`src/rtl/plv_pkg.sv`:
```
`default_nettype none

package plv_pkg;

    // default geometry
    localparam int NUM_WAYS_DEF  = 16;
    localparam int NUM_SETS_DEF  = 1024;
    localparam int TIME_BITS_DEF = 32;

    // queue depths
    localparam int CMD_DEPTH = 2;
    localparam int RES_DEPTH = 2;

    // configuration port
    localparam int CFG_IDX_W  = 1;
    localparam int CFG_DATA_W = 5;
    localparam logic [CFG_IDX_W-1:0] CFG_MIN_ACCEL_WAYS = 1'd0;
    localparam logic [CFG_IDX_W-1:0] CFG_MAX_ACCEL_WAYS = 1'd1;
    localparam logic [CFG_DATA_W-1:0] MIN_ACCEL_RESET = 5'd0;
    localparam logic [CFG_DATA_W-1:0] MAX_ACCEL_RESET = 5'd16;

    typedef struct packed {
        logic        req_type;
        logic [9:0]  set_index;
        logic [3:0]  way;
        logic        requester_is_accel;
        logic [31:0] timestamp;
    } in_item_t;

    typedef struct packed {
        logic [3:0] victim_way;
        logic       victim_valid;
    } out_item_t;

    // request type codes
    localparam logic REQ_TOUCH = 1'b0;
    localparam logic REQ_QUERY = 1'b1;

    typedef enum logic [1:0] {
        CMD_TOUCH = 2'd0,
        CMD_QUERY = 2'd1,
        CMD_NULL  = 2'd2
    } cmd_kind_t;

    typedef struct packed {
        cmd_kind_t   kind;
        logic [9:0]  set_index;
        logic [3:0]  way;
        logic        accel;
        logic [31:0] timestamp;
    } cmd_t;

endpackage

`default_nettype wire

```
`src/rtl/plv_fifo.sv`:
```
`default_nettype none

module plv_fifo
    import plv_pkg::*;
#(
    parameter type T     = cmd_t,
    parameter int  DEPTH = CMD_DEPTH
)
(
    input  wire logic clk,
    input  wire logic rst_n,
    input  wire logic push,
    input  wire T     din,
    output logic      full,
    input  wire logic pop,
    output T          dout,
    output logic      empty
);

    localparam int AW = (DEPTH > 1) ? $clog2(DEPTH) : 1;
    localparam int CW = $clog2(DEPTH + 1);

    T              slot_reg [DEPTH];
    logic [AW-1:0] wr_ptr_reg, wr_ptr_next;
    logic [AW-1:0] rd_ptr_reg, rd_ptr_next;
    logic [CW-1:0] count_reg, count_next;
    logic          do_push, do_pop;

    assign full    = (32'(count_reg) == DEPTH);
    assign empty   = (count_reg == '0);
    assign do_push = push && !full;
    assign do_pop  = pop && !empty;
    assign dout    = slot_reg[rd_ptr_reg];

    always_comb
    begin
        wr_ptr_next = wr_ptr_reg;
        rd_ptr_next = rd_ptr_reg;
        count_next  = count_reg;
        if (do_push)
        begin
            wr_ptr_next = (32'(wr_ptr_reg) == DEPTH - 1) ? '0 : wr_ptr_reg + 1'b1;
        end
        if (do_pop)
        begin
            rd_ptr_next = (32'(rd_ptr_reg) == DEPTH - 1) ? '0 : rd_ptr_reg + 1'b1;
        end
        if (do_push && !do_pop)
        begin
            count_next = count_reg + 1'b1;
        end
        else if (do_pop && !do_push)
        begin
            count_next = count_reg - 1'b1;
        end
    end

    always_ff @(posedge clk or negedge rst_n)
    begin
        if (!rst_n)
        begin
            wr_ptr_reg <= '0;
            rd_ptr_reg <= '0;
            count_reg  <= '0;
        end
        else
        begin
            wr_ptr_reg <= wr_ptr_next;
            rd_ptr_reg <= rd_ptr_next;
            count_reg  <= count_next;
        end
    end

    always_ff @(posedge clk)
    begin
        if (do_push)
        begin
            slot_reg[wr_ptr_reg] <= din;
        end
    end

endmodule

`default_nettype wire

```
`config.mk`:
```
export PLATFORM = sky130hd
export DESIGN_NAME = plv_fifo
export DESIGN_NICKNAME = d
export VERILOG_FILES = /design/src/rtl/plv_pkg.sv /design/src/rtl/plv_fifo.sv
export SDC_FILE = /design/constraint.sdc
export NUM_CORES = 1
export LEC_CHECK = 0
export ABC_AREA = 0
export BUFFER_PORTS_ARGS = -buffer_cell sky130_fd_sc_hd__buf_2
export CAP_MARGIN = 20
export CORE_MARGIN = 3
export CORE_UTILIZATION = 41
export CTS_BUF_LIST = sky130_fd_sc_hd__clkbuf_8
export DETAILED_ROUTE_END_ITERATION = 10
export PLACE_DENSITY = 0.75
export REMOVE_ABC_BUFFERS = 1
export SLEW_MARGIN = 15
export SYNTH_ARGS = -nofsm -noshare
export SYNTH_HDL_FRONTEND = slang
export SYNTH_SLANG_ARGS = --single-unit
export TNS_END_PERCENT = 1
```
`constraint.sdc`:
```
create_clock -name clk -period 8.3 [get_ports clk]
set_input_delay 0 -clock clk [delete_from_list [all_inputs] [get_ports clk]]
set_output_delay 0 -clock clk [all_outputs]
set_load 0.01 [all_outputs]
```
; ---- Yosys cells after proc, flatten, opt, wreduce, memory -nomap -nowiden
; Memories as Yosys holds them, arrays and structs flattened.
; Cells that the tools add are included.
[word_totals]
reg_bits = 4
ram_bits = 98
elab_cells = 25
n_memories = 1
[memory_table]
columns = memory, depth, word_bits, rd, rd_clocked_by_memory_dff, wr, line_no
row1 = slot_reg, 2, 49, 1, 0, 1, plv_fifo.sv:23  ; T slot_reg [DEPTH];
[classes]
addsub = 4
n_eq_ne = 1
n_mux = 6
n_reduce_logical = 10
[op_table]
columns = operator, n
row1 = 1-bit logical AND, 4
row2 = 1-bit zero test, 4
row3 = 1-bit 2-to-1 mux, 4
row4 = 2-bit 2-to-1 mux, 2
row5 = "1-bit adder, second input constant", 2
row6 = "2-bit by 1-bit adder with 2-bit output, second input constant", 1
row7 = "2-bit equality test, second input constant", 1
row8 = 2-bit zero test, 1
row9 = 2-bit nonzero test, 1
row10 = "2-bit by 1-bit subtractor with 2-bit output, second input constant", 1

; ---- Depth between registers and ports, before layout
[depth]
word_depth = 7
depth_mapped = 7
mapped_depth_nobuf = 7

; ---- Least setup slack after synthesis
; No wires, ideal clock.
[synth_path]
path_type = flip-flop to flip-flop
startpoint = register count_reg[0]
endpoint = memory slot_reg[0][0] in the netlist's numbering (enable)
t_arrival_ps = 2706
slack_ps = 5139
stages_incl_launch_ff = 4
n_path_buf = 0
synth_period_minus_slack_ps = 3161
cell_sequence = dfrtp_1 > nand2b_1 > nand2_1 > nor2_1
[synth_via]
elab_chain_cells = 5
[synth_rtl]
columns = element, line_no
row1 = "start, declared", plv_fifo.sv:26  ; logic [CW-1:0] count_reg, count_next;
row2 = "start signal, assigned", plv_fifo.sv:70  ; count_reg <= count_next;
row3 = 2-bit equality test, plv_fifo.sv:29  ; assign full = (32'(count_reg) == DEPTH);
row4 = 1-bit zero test, plv_fifo.sv:31  ; assign do_push = push && !full;
row5 = 1-bit logical AND, plv_fifo.sv:31
row6 = 1-bit 2-to-1 mux, plv_fifo.sv:76  ; if (do_push)
row7 = 1-bit 2-to-1 mux (implied by the code), plv_fifo.sv:78  ; slot_reg[wr_ptr_reg] <= din;
row8 = "end, declared", plv_fifo.sv:23
; Every way passes these cells.

==> impl_metrics.env <==
export IMPL_grt_max_degree=51
export IMPL_die_height_um=104.6
export IMPL_overflow=0
export IMPL_pwr_share_clk_pct=17.0
export IMPL_initial_core_util_pct=42.74
export IMPL_dieArea_um2=10940
export IMPL_fin_setup_tns_ns=0
export IMPL_path_cells="mux2_4, buf_2"
export IMPL_cp_required_ns=8.30
export IMPL_setup_worst_path_class="reg2out"
export IMPL_finalWeightedCongestion=0.6618
export IMPL_cts_tree="yes"
export IMPL_io_pins=104
export IMPL_coreArea_um2=9328
export IMPL_period_needed_ns=1.925
export IMPL_place_ws_ns=6.523
export IMPL_final_setup_worst_slack_ns=6.375
export IMPL_stdcell_area_um2=5286
export IMPL_leakage_nw=2.137
export IMPL_cp_end_kind="output port"
export IMPL_num_vias=2048
export IMPL_relSlewSlack_pct=38.09
export IMPL_skew_ns=0.008985
export IMPL_p_sw_mw=0.4771
export IMPL_synth_area_per_cell_um2=23.18
export IMPL_grt_pass1_vias=2120
export IMPL_antenna_found_initial=0
export IMPL_avgViaCountPerCell=4.376
export IMPL_cp_slowest_cell="dfrtp_4"
export IMPL_drcViolationCount=0
export IMPL_path_max_fanout=50
export IMPL_synthesis_area_um2=3986
export IMPL_num_antenna_cells=0
export IMPL_path_clk_slew_ns=0.09
export IMPL_largest_reg_flops=98
export IMPL_critPathMaxStageDelay_ns=1.05
export IMPL_cts_path_max_buffers=2
export IMPL_p_per_area_nw_per_um2=302.7
export IMPL_p_int_mw=1.123
export IMPL_fillers=735
export IMPL_nets=388
export IMPL_place_hpwl_mm=4.134
export IMPL_hold_class="in2reg"
export IMPL_track_usage_pct=12.31
export IMPL_numClockSinks=102
export IMPL_root_buffer="clkbuf_8"
export IMPL_synth_cells=172
export IMPL_post_dp_cell_area_um2=4592
export IMPL_num_rows=35
export IMPL_wl_per_cell_um=13.99
export IMPL_grt_first_pass_wirelength_mm=10.54
export IMPL_die_w_um=104.6
export IMPL_vdd_ir_drop_worst_mv=0.2717
export IMPL_drive_gt1_share_pct=50.44
export IMPL_startpoint_type="register"
export IMPL_cp_arrival_ns=1.92
export IMPL_status="finished, final reports clean"
export IMPL_ys_warn_count=0
export IMPL_utilization_pct=56.67
export IMPL_setup_viol=0
export IMPL_hold_violations=0
export IMPL_seq_power_share_pct=50.3
export IMPL_seq_area_frac_synth_pct=76.33
export IMPL_drt_wl_total_mm=6.549
export IMPL_postRouteAntennaNets=0
export IMPL_synth_cell_type_count=14
export IMPL_syn2layout_area_growth_pct=32.61
export IMPL_worst_pin_slew_ns=0.9287
export IMPL_clock_latency_ns=0.35
export IMPL_grt_setup_unrepaired="no"
export IMPL_comb_power_share_pct=32.8
export IMPL_period_share_pct=23.19
export IMPL_htreeDepth=3
export IMPL_cts_inserted_buffers=9
export IMPL_max_cap_viol_count=0
export IMPL_fmaxAchievable_mhz=519.5
export IMPL_drtIter0Drc=63
export IMPL_port_buffers=103
export IMPL_drtPass1Iterations=4
export IMPL_p_sw_share_pct=29.82
export IMPL_finalMaxSlewViolations=0
export IMPL_ys_seq_elements=102
## critical path: cells and delay by family (launching register included)
kind                   cells  cell delay (ns)
buffers and inverters      1             0.14
flip-flops                 1             1.05
multiplexers               1             0.36
## area by class of cell
type / count / area, um^2 / share of cell area (%)
Multi-Input combinational cell: 62 / 833.3 / 15.76
Sequential cell: 102 / 3047 / 57.63
Inverter: 2 / 7.507 / 0.1420
Clock inverter: 7 / 50.05 / 0.9467
Tap cell: 129 / 161.4 / 3.053
Timing Repair Buffer: 157 / 1064 / 20.12
Clock buffer: 9 / 123.9 / 2.343
## layer usage
metal,vias to the layer above,track usage [%],share of wire (%)
li1,993,-,-
met1,980,14.80,42
met2,67,20.89,51
met3,8,3.830,5.8
met4,0,4.499,1.2
met5,-,0,0
## synth_stat cells, drive strengths merged
master	number	area share (%)
and3	1	0.16
buf	6	2.8
dfrtp	4	2.5
edfxtp	98	74
ha	1	0.31
inv	2	0.19
mux2	49	18
nand2	1	0.094
nand2b	1	0.16
nor2	3	0.28
o21ai	1	0.13
xnor2	3	0.66
xor2	2	0.44
## logic make-up (layout without fill, tap and decap cells)
group	after synthesis	count (layout)	synth area share, %
AO/OA/AOI/OAI	1	1	0.1254
AND/OR/NAND/NOR	6	6	0.6906
multiplexers	49	49	18.46
XOR/XNOR	5	5	1.099
flip-flops	102	102	76.33
adder cells (fa/ha/maj)	1	1	0.3138
buffers and inverters	8	175	2.982
## stage by stage
stage          cells  hold slack, ns  total power [mW]
3_5_place_dp     400         -0.1871             1.335
4_1_cts          468         0.01839             1.626
6_report         468         0.03484             1.600
3_3_place_gp     399         -0.1927             1.319
2_1_floorplan    166         -0.2956             1.161
5_1_grt          468         0.05591             1.690
## power groups by stage
stage | sequential [mW] | combinational [mW] | clock [mW]
after global routing | 0.823 | 0.563 | 0.304
after floorplan | 0.797 | 0.363 | 0
final | 0.805 | 0.524 | 0.271
after CTS | 0.810 | 0.535 | 0.281
after global placement | 0.815 | 0.504 | 0
after detailed placement | 0.821 | 0.514 | 0
## layout by cell type, fill, tap and decap left out
cell           netlist  final
nand2_1              1      1
inv_6                0      1
clkinv_1             0      2
o21ai_1              1      1
clkbuf_8             0      9
clkinv_4             0      3
dfrtp_4              0      1
nand2b_1             1      1
edfxtp_1            98     98
xor2_1               2      2
and3_2               0      1
dlygate4sd3_1        0     52
nor2_1               3      2
buf_4                0      1
xnor2_1              3      3
nor2_4               0      1
clkinvlp_4           0      1
mux2_4              49     49
inv_1                2      2
dfrtp_1              4      3
ha_1                 1      1
buf_2                0    103
buf_12               5      1
## timing repair
item,CTS,global route
hold buffers,52,0
setup buffers,0,0
gates resized for setup,0,0
endpoints found under the hold margin,103,0
## final timing paths
path	start	endpoint	slack [ns]	cells after the start
min in group asynchronous	rst_n	rd_ptr_reg	0.55	3
worst max register to register	count_reg[0]	slot_reg[0][38]	6.52	4
max in group asynchronous	rst_n	rd_ptr_reg	7.56	3
worst min register to register	count_reg[1]	count_reg[1]	0.53	1
worst min-delay path	push	wr_ptr_reg	0.03	3
worst max-delay path	rd_ptr_reg	dout[26]	6.38	2
(Power assumes the default switching activity.)
