### src/rtl/plv_pkg.sv
`default_nettype none

package plv_pkg;

    // default geometry
    localparam int NUM_WAYS_DEF  = 16;
    localparam int NUM_SETS_DEF  = 1024;
    localparam int TIME_BITS_DEF = 32;

    // queue depths
    localparam int CMD_DEPTH = 2;
    localparam int RES_DEPTH = 2;

    // configuration port
    localparam int CFG_IDX_W  = 1;
    localparam int CFG_DATA_W = 5;
    localparam logic [CFG_IDX_W-1:0] CFG_MIN_ACCEL_WAYS = 1'd0;
    localparam logic [CFG_IDX_W-1:0] CFG_MAX_ACCEL_WAYS = 1'd1;
    localparam logic [CFG_DATA_W-1:0] MIN_ACCEL_RESET = 5'd0;
    localparam logic [CFG_DATA_W-1:0] MAX_ACCEL_RESET = 5'd16;

    typedef struct packed {
        logic        req_type;
        logic [9:0]  set_index;
        logic [3:0]  way;
        logic        requester_is_accel;
        logic [31:0] timestamp;
    } in_item_t;

    typedef struct packed {
        logic [3:0] victim_way;
        logic       victim_valid;
    } out_item_t;

    // request type codes
    localparam logic REQ_TOUCH = 1'b0;
    localparam logic REQ_QUERY = 1'b1;

    typedef enum logic [1:0] {
        CMD_TOUCH = 2'd0,
        CMD_QUERY = 2'd1,
        CMD_NULL  = 2'd2
    } cmd_kind_t;

    typedef struct packed {
        cmd_kind_t   kind;
        logic [9:0]  set_index;
        logic [3:0]  way;
        logic        accel;
        logic [31:0] timestamp;
    } cmd_t;

endpackage

`default_nettype wire

### src/rtl/plv_fifo.sv
`default_nettype none

module plv_fifo
    import plv_pkg::*;
#(
    parameter type T     = cmd_t,
    parameter int  DEPTH = CMD_DEPTH
)
(
    input  wire logic clk,
    input  wire logic rst_n,
    input  wire logic push,
    input  wire T     din,
    output logic      full,
    input  wire logic pop,
    output T          dout,
    output logic      empty
);

    localparam int AW = (DEPTH > 1) ? $clog2(DEPTH) : 1;
    localparam int CW = $clog2(DEPTH + 1);

    T              slot_reg [DEPTH];
    logic [AW-1:0] wr_ptr_reg, wr_ptr_next;
    logic [AW-1:0] rd_ptr_reg, rd_ptr_next;
    logic [CW-1:0] count_reg, count_next;
    logic          do_push, do_pop;

    assign full    = (32'(count_reg) == DEPTH);
    assign empty   = (count_reg == '0);
    assign do_push = push && !full;
    assign do_pop  = pop && !empty;
    assign dout    = slot_reg[rd_ptr_reg];

    always_comb
    begin
        wr_ptr_next = wr_ptr_reg;
        rd_ptr_next = rd_ptr_reg;
        count_next  = count_reg;
        if (do_push)
        begin
            wr_ptr_next = (32'(wr_ptr_reg) == DEPTH - 1) ? '0 : wr_ptr_reg + 1'b1;
        end
        if (do_pop)
        begin
            rd_ptr_next = (32'(rd_ptr_reg) == DEPTH - 1) ? '0 : rd_ptr_reg + 1'b1;
        end
        if (do_push && !do_pop)
        begin
            count_next = count_reg + 1'b1;
        end
        else if (do_pop && !do_push)
        begin
            count_next = count_reg - 1'b1;
        end
    end

    always_ff @(posedge clk or negedge rst_n)
    begin
        if (!rst_n)
        begin
            wr_ptr_reg <= '0;
            rd_ptr_reg <= '0;
            count_reg  <= '0;
        end
        else
        begin
            wr_ptr_reg <= wr_ptr_next;
            rd_ptr_reg <= rd_ptr_next;
            count_reg  <= count_next;
        end
    end

    always_ff @(posedge clk)
    begin
        if (do_push)
        begin
            slot_reg[wr_ptr_reg] <= din;
        end
    end

endmodule

`default_nettype wire

### src/rtl/plv_front.sv
`default_nettype none

module plv_front
    import plv_pkg::*;
#(
    parameter int NUM_WAYS = NUM_WAYS_DEF,
    parameter int NUM_SETS = NUM_SETS_DEF
)
(
    input  wire logic     clk,
    input  wire logic     rst_n,
    input  wire logic     push,
    input  wire in_item_t item,
    output logic          full,
    input  wire logic     clearing,
    input  wire logic     cmd_pop,
    output cmd_t          cmd,
    output logic          cmd_empty
);

    cmd_t cmd_in;
    logic cmd_push;
    logic q_full;
    logic accept;
    logic set_ok;
    logic way_ok;

    // no beats taken during the clearing sweep
    assign full   = q_full || clearing;
    assign accept = push && !full;
    assign set_ok = 32'(item.set_index) < NUM_SETS;
    assign way_ok = 32'(item.way) < NUM_WAYS;

    always_comb
    begin
        cmd_in.set_index = item.set_index;
        cmd_in.way       = item.way;
        cmd_in.accel     = item.requester_is_accel;
        cmd_in.timestamp = item.timestamp;
        cmd_in.kind      = CMD_NULL;
        cmd_push         = accept;
        unique case (item.req_type)
            REQ_TOUCH:
            begin
                // out-of-range touches are dropped here
                cmd_in.kind = CMD_TOUCH;
                cmd_push    = accept && set_ok && way_ok;
            end
            REQ_QUERY:
            begin
                cmd_in.kind = set_ok ? CMD_QUERY : CMD_NULL;
            end
            default:
            begin
                cmd_push = 1'b0;
            end
        endcase
    end

    plv_fifo #(
        .T     (cmd_t),
        .DEPTH (CMD_DEPTH)
    ) u_cmd_q (
        .clk   (clk),
        .rst_n (rst_n),
        .push  (cmd_push),
        .din   (cmd_in),
        .full  (q_full),
        .pop   (cmd_pop),
        .dout  (cmd),
        .empty (cmd_empty)
    );

endmodule

`default_nettype wire

### config.mk
export PLATFORM = sky130hd
export DESIGN_NAME = plv_front
export DESIGN_NICKNAME = d
export VERILOG_FILES = /design/src/rtl/plv_pkg.sv /design/src/rtl/plv_fifo.sv /design/src/rtl/plv_front.sv
export SDC_FILE = /design/constraint.sdc
export NUM_CORES = 1
export LEC_CHECK = 0
export BUFFER_PORTS_ARGS = -buffer_cell sky130_fd_sc_hd__buf_2
export CORE_MARGIN = 2
export CORE_UTILIZATION = 52
export CTS_CLUSTER_DIAMETER = 30
export CTS_CLUSTER_SIZE = 40
export DETAILED_ROUTE_END_ITERATION = 16
export GPL_TIMING_DRIVEN = 0
export HOLD_SLACK_MARGIN = 0.12
export PLACE_DENSITY = 0.91
export SETUP_SLACK_MARGIN = 0.05
export SLEW_MARGIN = 5
export SYNTH_ARGS = -nofsm -noshare
export SYNTH_HDL_FRONTEND = slang
export SYNTH_HIERARCHICAL = 1
export SYNTH_SLANG_ARGS = --single-unit
### constraint.sdc
create_clock -name clk -period 4.35 [get_ports clk]
set_input_delay 0.435 -clock clk [delete_from_list [all_inputs] [get_ports clk]]
set_output_delay 0.435 -clock clk [all_outputs]
set_load 0.01 [all_outputs]
# == Word-level counts from Yosys, hierarchy flattened ==
# Memories as Yosys holds them, arrays and structs flattened.
# Index checks and enable logic that the tools add are counted.
# op_classes
add_sub_neg,4
multipliers,0
div_mod_pow,0
n_lt_le_gt_ge,0
n_eq_ne,1
n_shift,0
n_mux,7
n_bitwise,1
n_reduce_logical,13
# op_table
operator,count
logical AND 1 bit,5
logical NOT 1 bit,5
2-to-1 mux 1 bit,4
2-to-1 mux 2 bit,2
case mux 2 bit (2 select lines),1
"adder 1 bit, second input constant",2
"adder 2 x 1 -> 2 bit, second input constant",1
"== test 2 bit, second input constant",1
logical NOT 2 bit,1
nonzero test 2 bit,1
"subtractor 2 x 1 -> 2 bit, second input constant",1
logical OR 1 bit,1
inverter 1 bit,1
# totals
ff_bits,4
latchBits,0
mem_bits_rw,98
rom_bits,0
in_bits,53
out_inout_bits,51
wordCells,30
mem_count,1
# mem_list
memory,depth,width,read_ports,rd_ports_with_merged_regs,write_ports,line_no,source
u_cmd_q.slot_reg,2,49,1,0,1,plv_fifo.sv:23,T slot_reg [DEPTH];

# == Longest topological paths before layout ==
# depth
word_depth,9
ltp_mapped,9
depth_no_buf,9

# == Cells and area by module ==
# The synthesis kept the hierarchy.
# modules_own_cells
mod,instances,cells_per_inst,area_per_inst_um2,seq_area_each_um2
plv_fifo,1,172,3986.3,3042.9
plv_front,1,3,17.5,0.0

# == Worst setup path before layout ==
# Ideal clock, no wire load.
# synth_path
path_type,flip-flop to flip-flop
from,reg u_cmd_q.count_reg[0]
to,"mem u_cmd_q/slot_reg[0][0] in the netlist's numbering, enable pin"
arrival_time_ns,2.979
path_slack_ns,0.915
path_stages_with_launch,6
period_less_slack_ns,3.435
path_cell_list,dfrtp_1 > nand2b_1 > inv_1 > nor3b_1 > nand2_1 > nor2_1
# synth_via
elab_chain_cells,7
elab_cells_between_ends,8
cone_classes,1 x eq/ne; 2 x mux; 5 x reduce/logical
# synth_lines
item,line_no,source
"start, declared",plv_fifo.sv:26,"logic [CW-1:0] count_reg, count_next;"
"start signal, assigned",plv_fifo.sv:70,count_reg <= count_next;
== test 2 bit,plv_fifo.sv:29,assign full = (32'(count_reg) == DEPTH);
named net q_full,plv_front.sv:23,logic q_full;
logical OR 1 bit,plv_front.sv:29,assign full = q_full || clearing;
logical NOT 1 bit,plv_front.sv:30,assign accept = push && !full;
logical AND 1 bit,plv_front.sv:30,
named net accept,plv_front.sv:24,logic accept;
logical AND 1 bit,plv_fifo.sv:31,assign do_push = push && !full;
2-to-1 mux 1 bit,plv_fifo.sv:76,if (do_push)
2-to-1 mux 1 bit (implied by the code),plv_fifo.sv:78,slot_reg[wr_ptr_reg] <= din;
"end, declared",plv_fifo.sv:23,
# The timed path passes the listed nets, and every way through them passes these cells.

# == Worst setup path after layout ==
# layout_path
from,reg u_cmd_q.count_reg[0]
to,"mem u_cmd_q/slot_reg[0][10] in the netlist's numbering, enable pin"
# The elaborated chain is that of the path after synthesis.

==> out/qor.yml <==
worst_setup_path:
  cp-end-kind: "register"
  cp_max_fo: 29
  cp.required_ns: 4.41
  start_kind: "register"
  critPathMaxStageDelay_ns: 0.75
  crit_type: "register to register"
  path_cells: "nand2b_1 > inv_1 > nor3b_1 > nand2_1 > nor2_4 > buf_16"
  critPathArrivalTime_ns: 2.42
  crit_family: "simple AND/OR/NAND/NOR gates"
  cpMaxStageDelayCell: "nor2_4"
  r2r_setup_slack_ns: 1.99
  worstReg2RegStart: "u_cmd_q/count_reg[0]"
  critPathLaunch: "u_cmd_q/count_reg[0]"
  path_buf_inv: 2
clock_network:
  post_cts_resized: 0
  hold_buffers: 1
  cts_tree: "yes"
  post_cts_buffers: 0
  insertion_delay_ns: 0.35
  ctsLongestPathBuffers: 2
  cts_buffers: 9
  cts.sinks: 102
  htreeDepth: 3
  cts_root_buffer: "clkbuf_8"
  clkSlewWorstSetupHoldPaths_ns: 0.09
floorplan:
  die_h_microns: 91.7
  start_util: 0.543
  ios: 104
  num_rows: 31
  core_sq_um: 7370
  die_w_microns: 91.7
  die-area_sq_um: 8420
placement:
  dp_slack_ns: 1.99
  port_buffers: 103
  hpwl_microns: 4280
  gp_congestion: 0.646
timing:
  finalCriticalPeriod_ns: 2.36
  fin_skew_ns: 0.00863
  hold_viol: 0
  slew_viol_final: 0
  setup_slack_ns: 1.99
  finalSetupViolCount: 0
  period_share: 0.543
  max_freq_mhz: 424
  rsz0062_at_grt: "no"
  tightest_slew_ns: 0.949
  maxSlewHeadroom: 0.366
final_layout:
  fin_nets: 347
  layout-drive-gt1-share: 0.594
  antenna_cells: 0
  fillers: 524
  area_growth_syn_to_layout_pct: 22.4
  final_core_util: 0.665
  largest_reg_flops: 98
synth:
  seq_area_frac_synth: 0.760
  synthTopCellsByArea: "edfxtp_1, mux2_4, buf_12, dfrtp_1, xnor2_1"
  ys_types: 17
  synth_fa_ha_area_frac: 0.00313
  syn_area_sq_um: 4000
  synth-xor-area-share: 0.0109
  synth_seq_cells: 102
  synth_top_family_by_area: "multiplexers"
  avgSynthCellArea_sq_um: 22.9
  muxShareOfSynthArea: 0.184
  yosysTopAreaCell: "edfxtp_1"
  syn_inst: 175
  yosysWarnings: 6
  synthSimpleGateAreaFrac: 0.0103
  synth_compound_area_frac: 0.00125
  yosysTopAreaCellShare: 0.735
drt:
  dr.pass1.iters: 4
  drc: 0
  route.detailed.vias_per_inst: 4.85
  vias: 1925
  finalWirelength_microns: 6270
  drtIter0Drc: 88
  routedWlPerCell_microns: 15.8
  drt.antenna.violating_nets: 0
job:
  cap_violations: 0
min_path:
  hold_path_class: "input port to register"
  hp-start: "item[2]"
status:
  status: "finished, final reports clean"
grt:
  overflow: 0
  grt_pass1_wl_microns: 9900
  grt_max_degree: 35
  gr-usage-all-layers: 0.157
  antenna_found_initial: 0
  grt_pass1_vias: 2053
pwr:
  p_leak_nw: 1.99
  vdd.ir_drop.worst_uv: 346
  power.density_nw_per_um2: 581
==> cell families (layout without fill, tap and decap cells) <==
logic type,Yosys count,after routing
buffers and inverters,8,130
flip-flops,102,102
other,1,2
XOR/XNOR,5,5
multiplexers,49,49
AND/OR/NAND/NOR,8,8
AO/OA/AOI/OAI,1,1
adder cells (fa/ha/maj),1,1
==> cells in the mapped netlist <==
| master | number |
|---|---|
| nor3b_1 | 1 |
| inv_1 | 2 |
| nor2_1 | 3 |
| xnor2_1 | 3 |
| ha_1 | 1 |
| dfrtp_1 | 4 |
| xor2_1 | 2 |
| nand2_1 | 1 |
| and3_1 | 1 |
| mux2_4 | 49 |
| conb_1 | 1 |
| buf_12 | 5 |
| edfxtp_1 | 98 |
| or2_1 | 1 |
| buf_6 | 1 |
| o21ai_1 | 1 |
| nand2b_1 | 1 |
==> worst paths after layout <==
path                                            to  cells after the start
max                        u_cmd_q/slot_reg[0][10]                      6
min                         u_cmd_q/slot_reg[0][2]                      1
max reg2reg                u_cmd_q/slot_reg[0][10]                      6
min reg2reg                     u_cmd_q/wr_ptr_reg                      1
max in group asynchronous       u_cmd_q/rd_ptr_reg                      2
min in group asynchronous       u_cmd_q/wr_ptr_reg                      2
==> metal layers <==
metal / GRT usage / part of all wire / up-vias
met5: 0 / 0 / -
met3: 0.0329 / 0.054 / 9
met4: 0.0746 / 0.015 / 0
met1: 0.174 / 0.38 / 935
li1: - / - / 913
met2: 0.287 / 0.55 / 68
==> through the flow <==
step	hold WS, ns	TNS (ns)	cells	area, sq um	total power (W)
CTS	0.242	0	397	4900	0.00289
detailed placement	0.246	0	380	4700	0.00233
floorplan	0.139	0	176	4010	0.00203
global route	0.244	0	397	4900	0.00298
finish	0.263	0	397	4900	0.00285
global placement	0.242	-13.43	378	4650	0.00229
==> power breakdown <==
part,total (W),internal [W],switching [W],leakage [nW]
Combinational,0.00101,0.000565,0.000448,0.954
Sequential,0.00128,0.00123,0.0000478,0.939
Clock,0.000559,0.000262,0.000297,0.0964
Total,0.00285,0.00206,0.000793,1.99
==> worst register-to-register path: stages (launching register included) <==
cell	delay [ns]
dfrtp_1	0.44
nand2b_1	0.16
inv_1	0.06
nor3b_1	0.22
nand2_1	0.17
nor2_4	0.75
buf_16	0.26
==> cell usage in the layout (no fill, tap or decap), types with 2 or more instances in the layout <==
cell type	Yosys	routed
edfxtp_1	98	98
buf_12	5	6
dfrtp_1	4	4
clkinv_2	0	3
xnor2_1	3	3
inv_1	2	2
buf_2	0	103
mux2_4	49	49
clkbuf_8	0	9
nor2_1	3	2
conb_1	1	2
xor2_1	2	2
==> area by class of cell <==
type | instances | area (sq um) | share of cell area
Buffer | 6 | 111 | 0.0227
Sequential cell | 102 | 3040 | 0.621
Clock inverter | 7 | 65.1 | 0.0133
Timing Repair Buffer | 106 | 573 | 0.117
Clock buffer | 9 | 124 | 0.0253
Multi-Input combinational cell | 66 | 855 | 0.174
Inverter | 2 | 7.51 | 0.00153
Tap cell | 99 | 124 | 0.0253
Power figures use the tool's default switching activity.
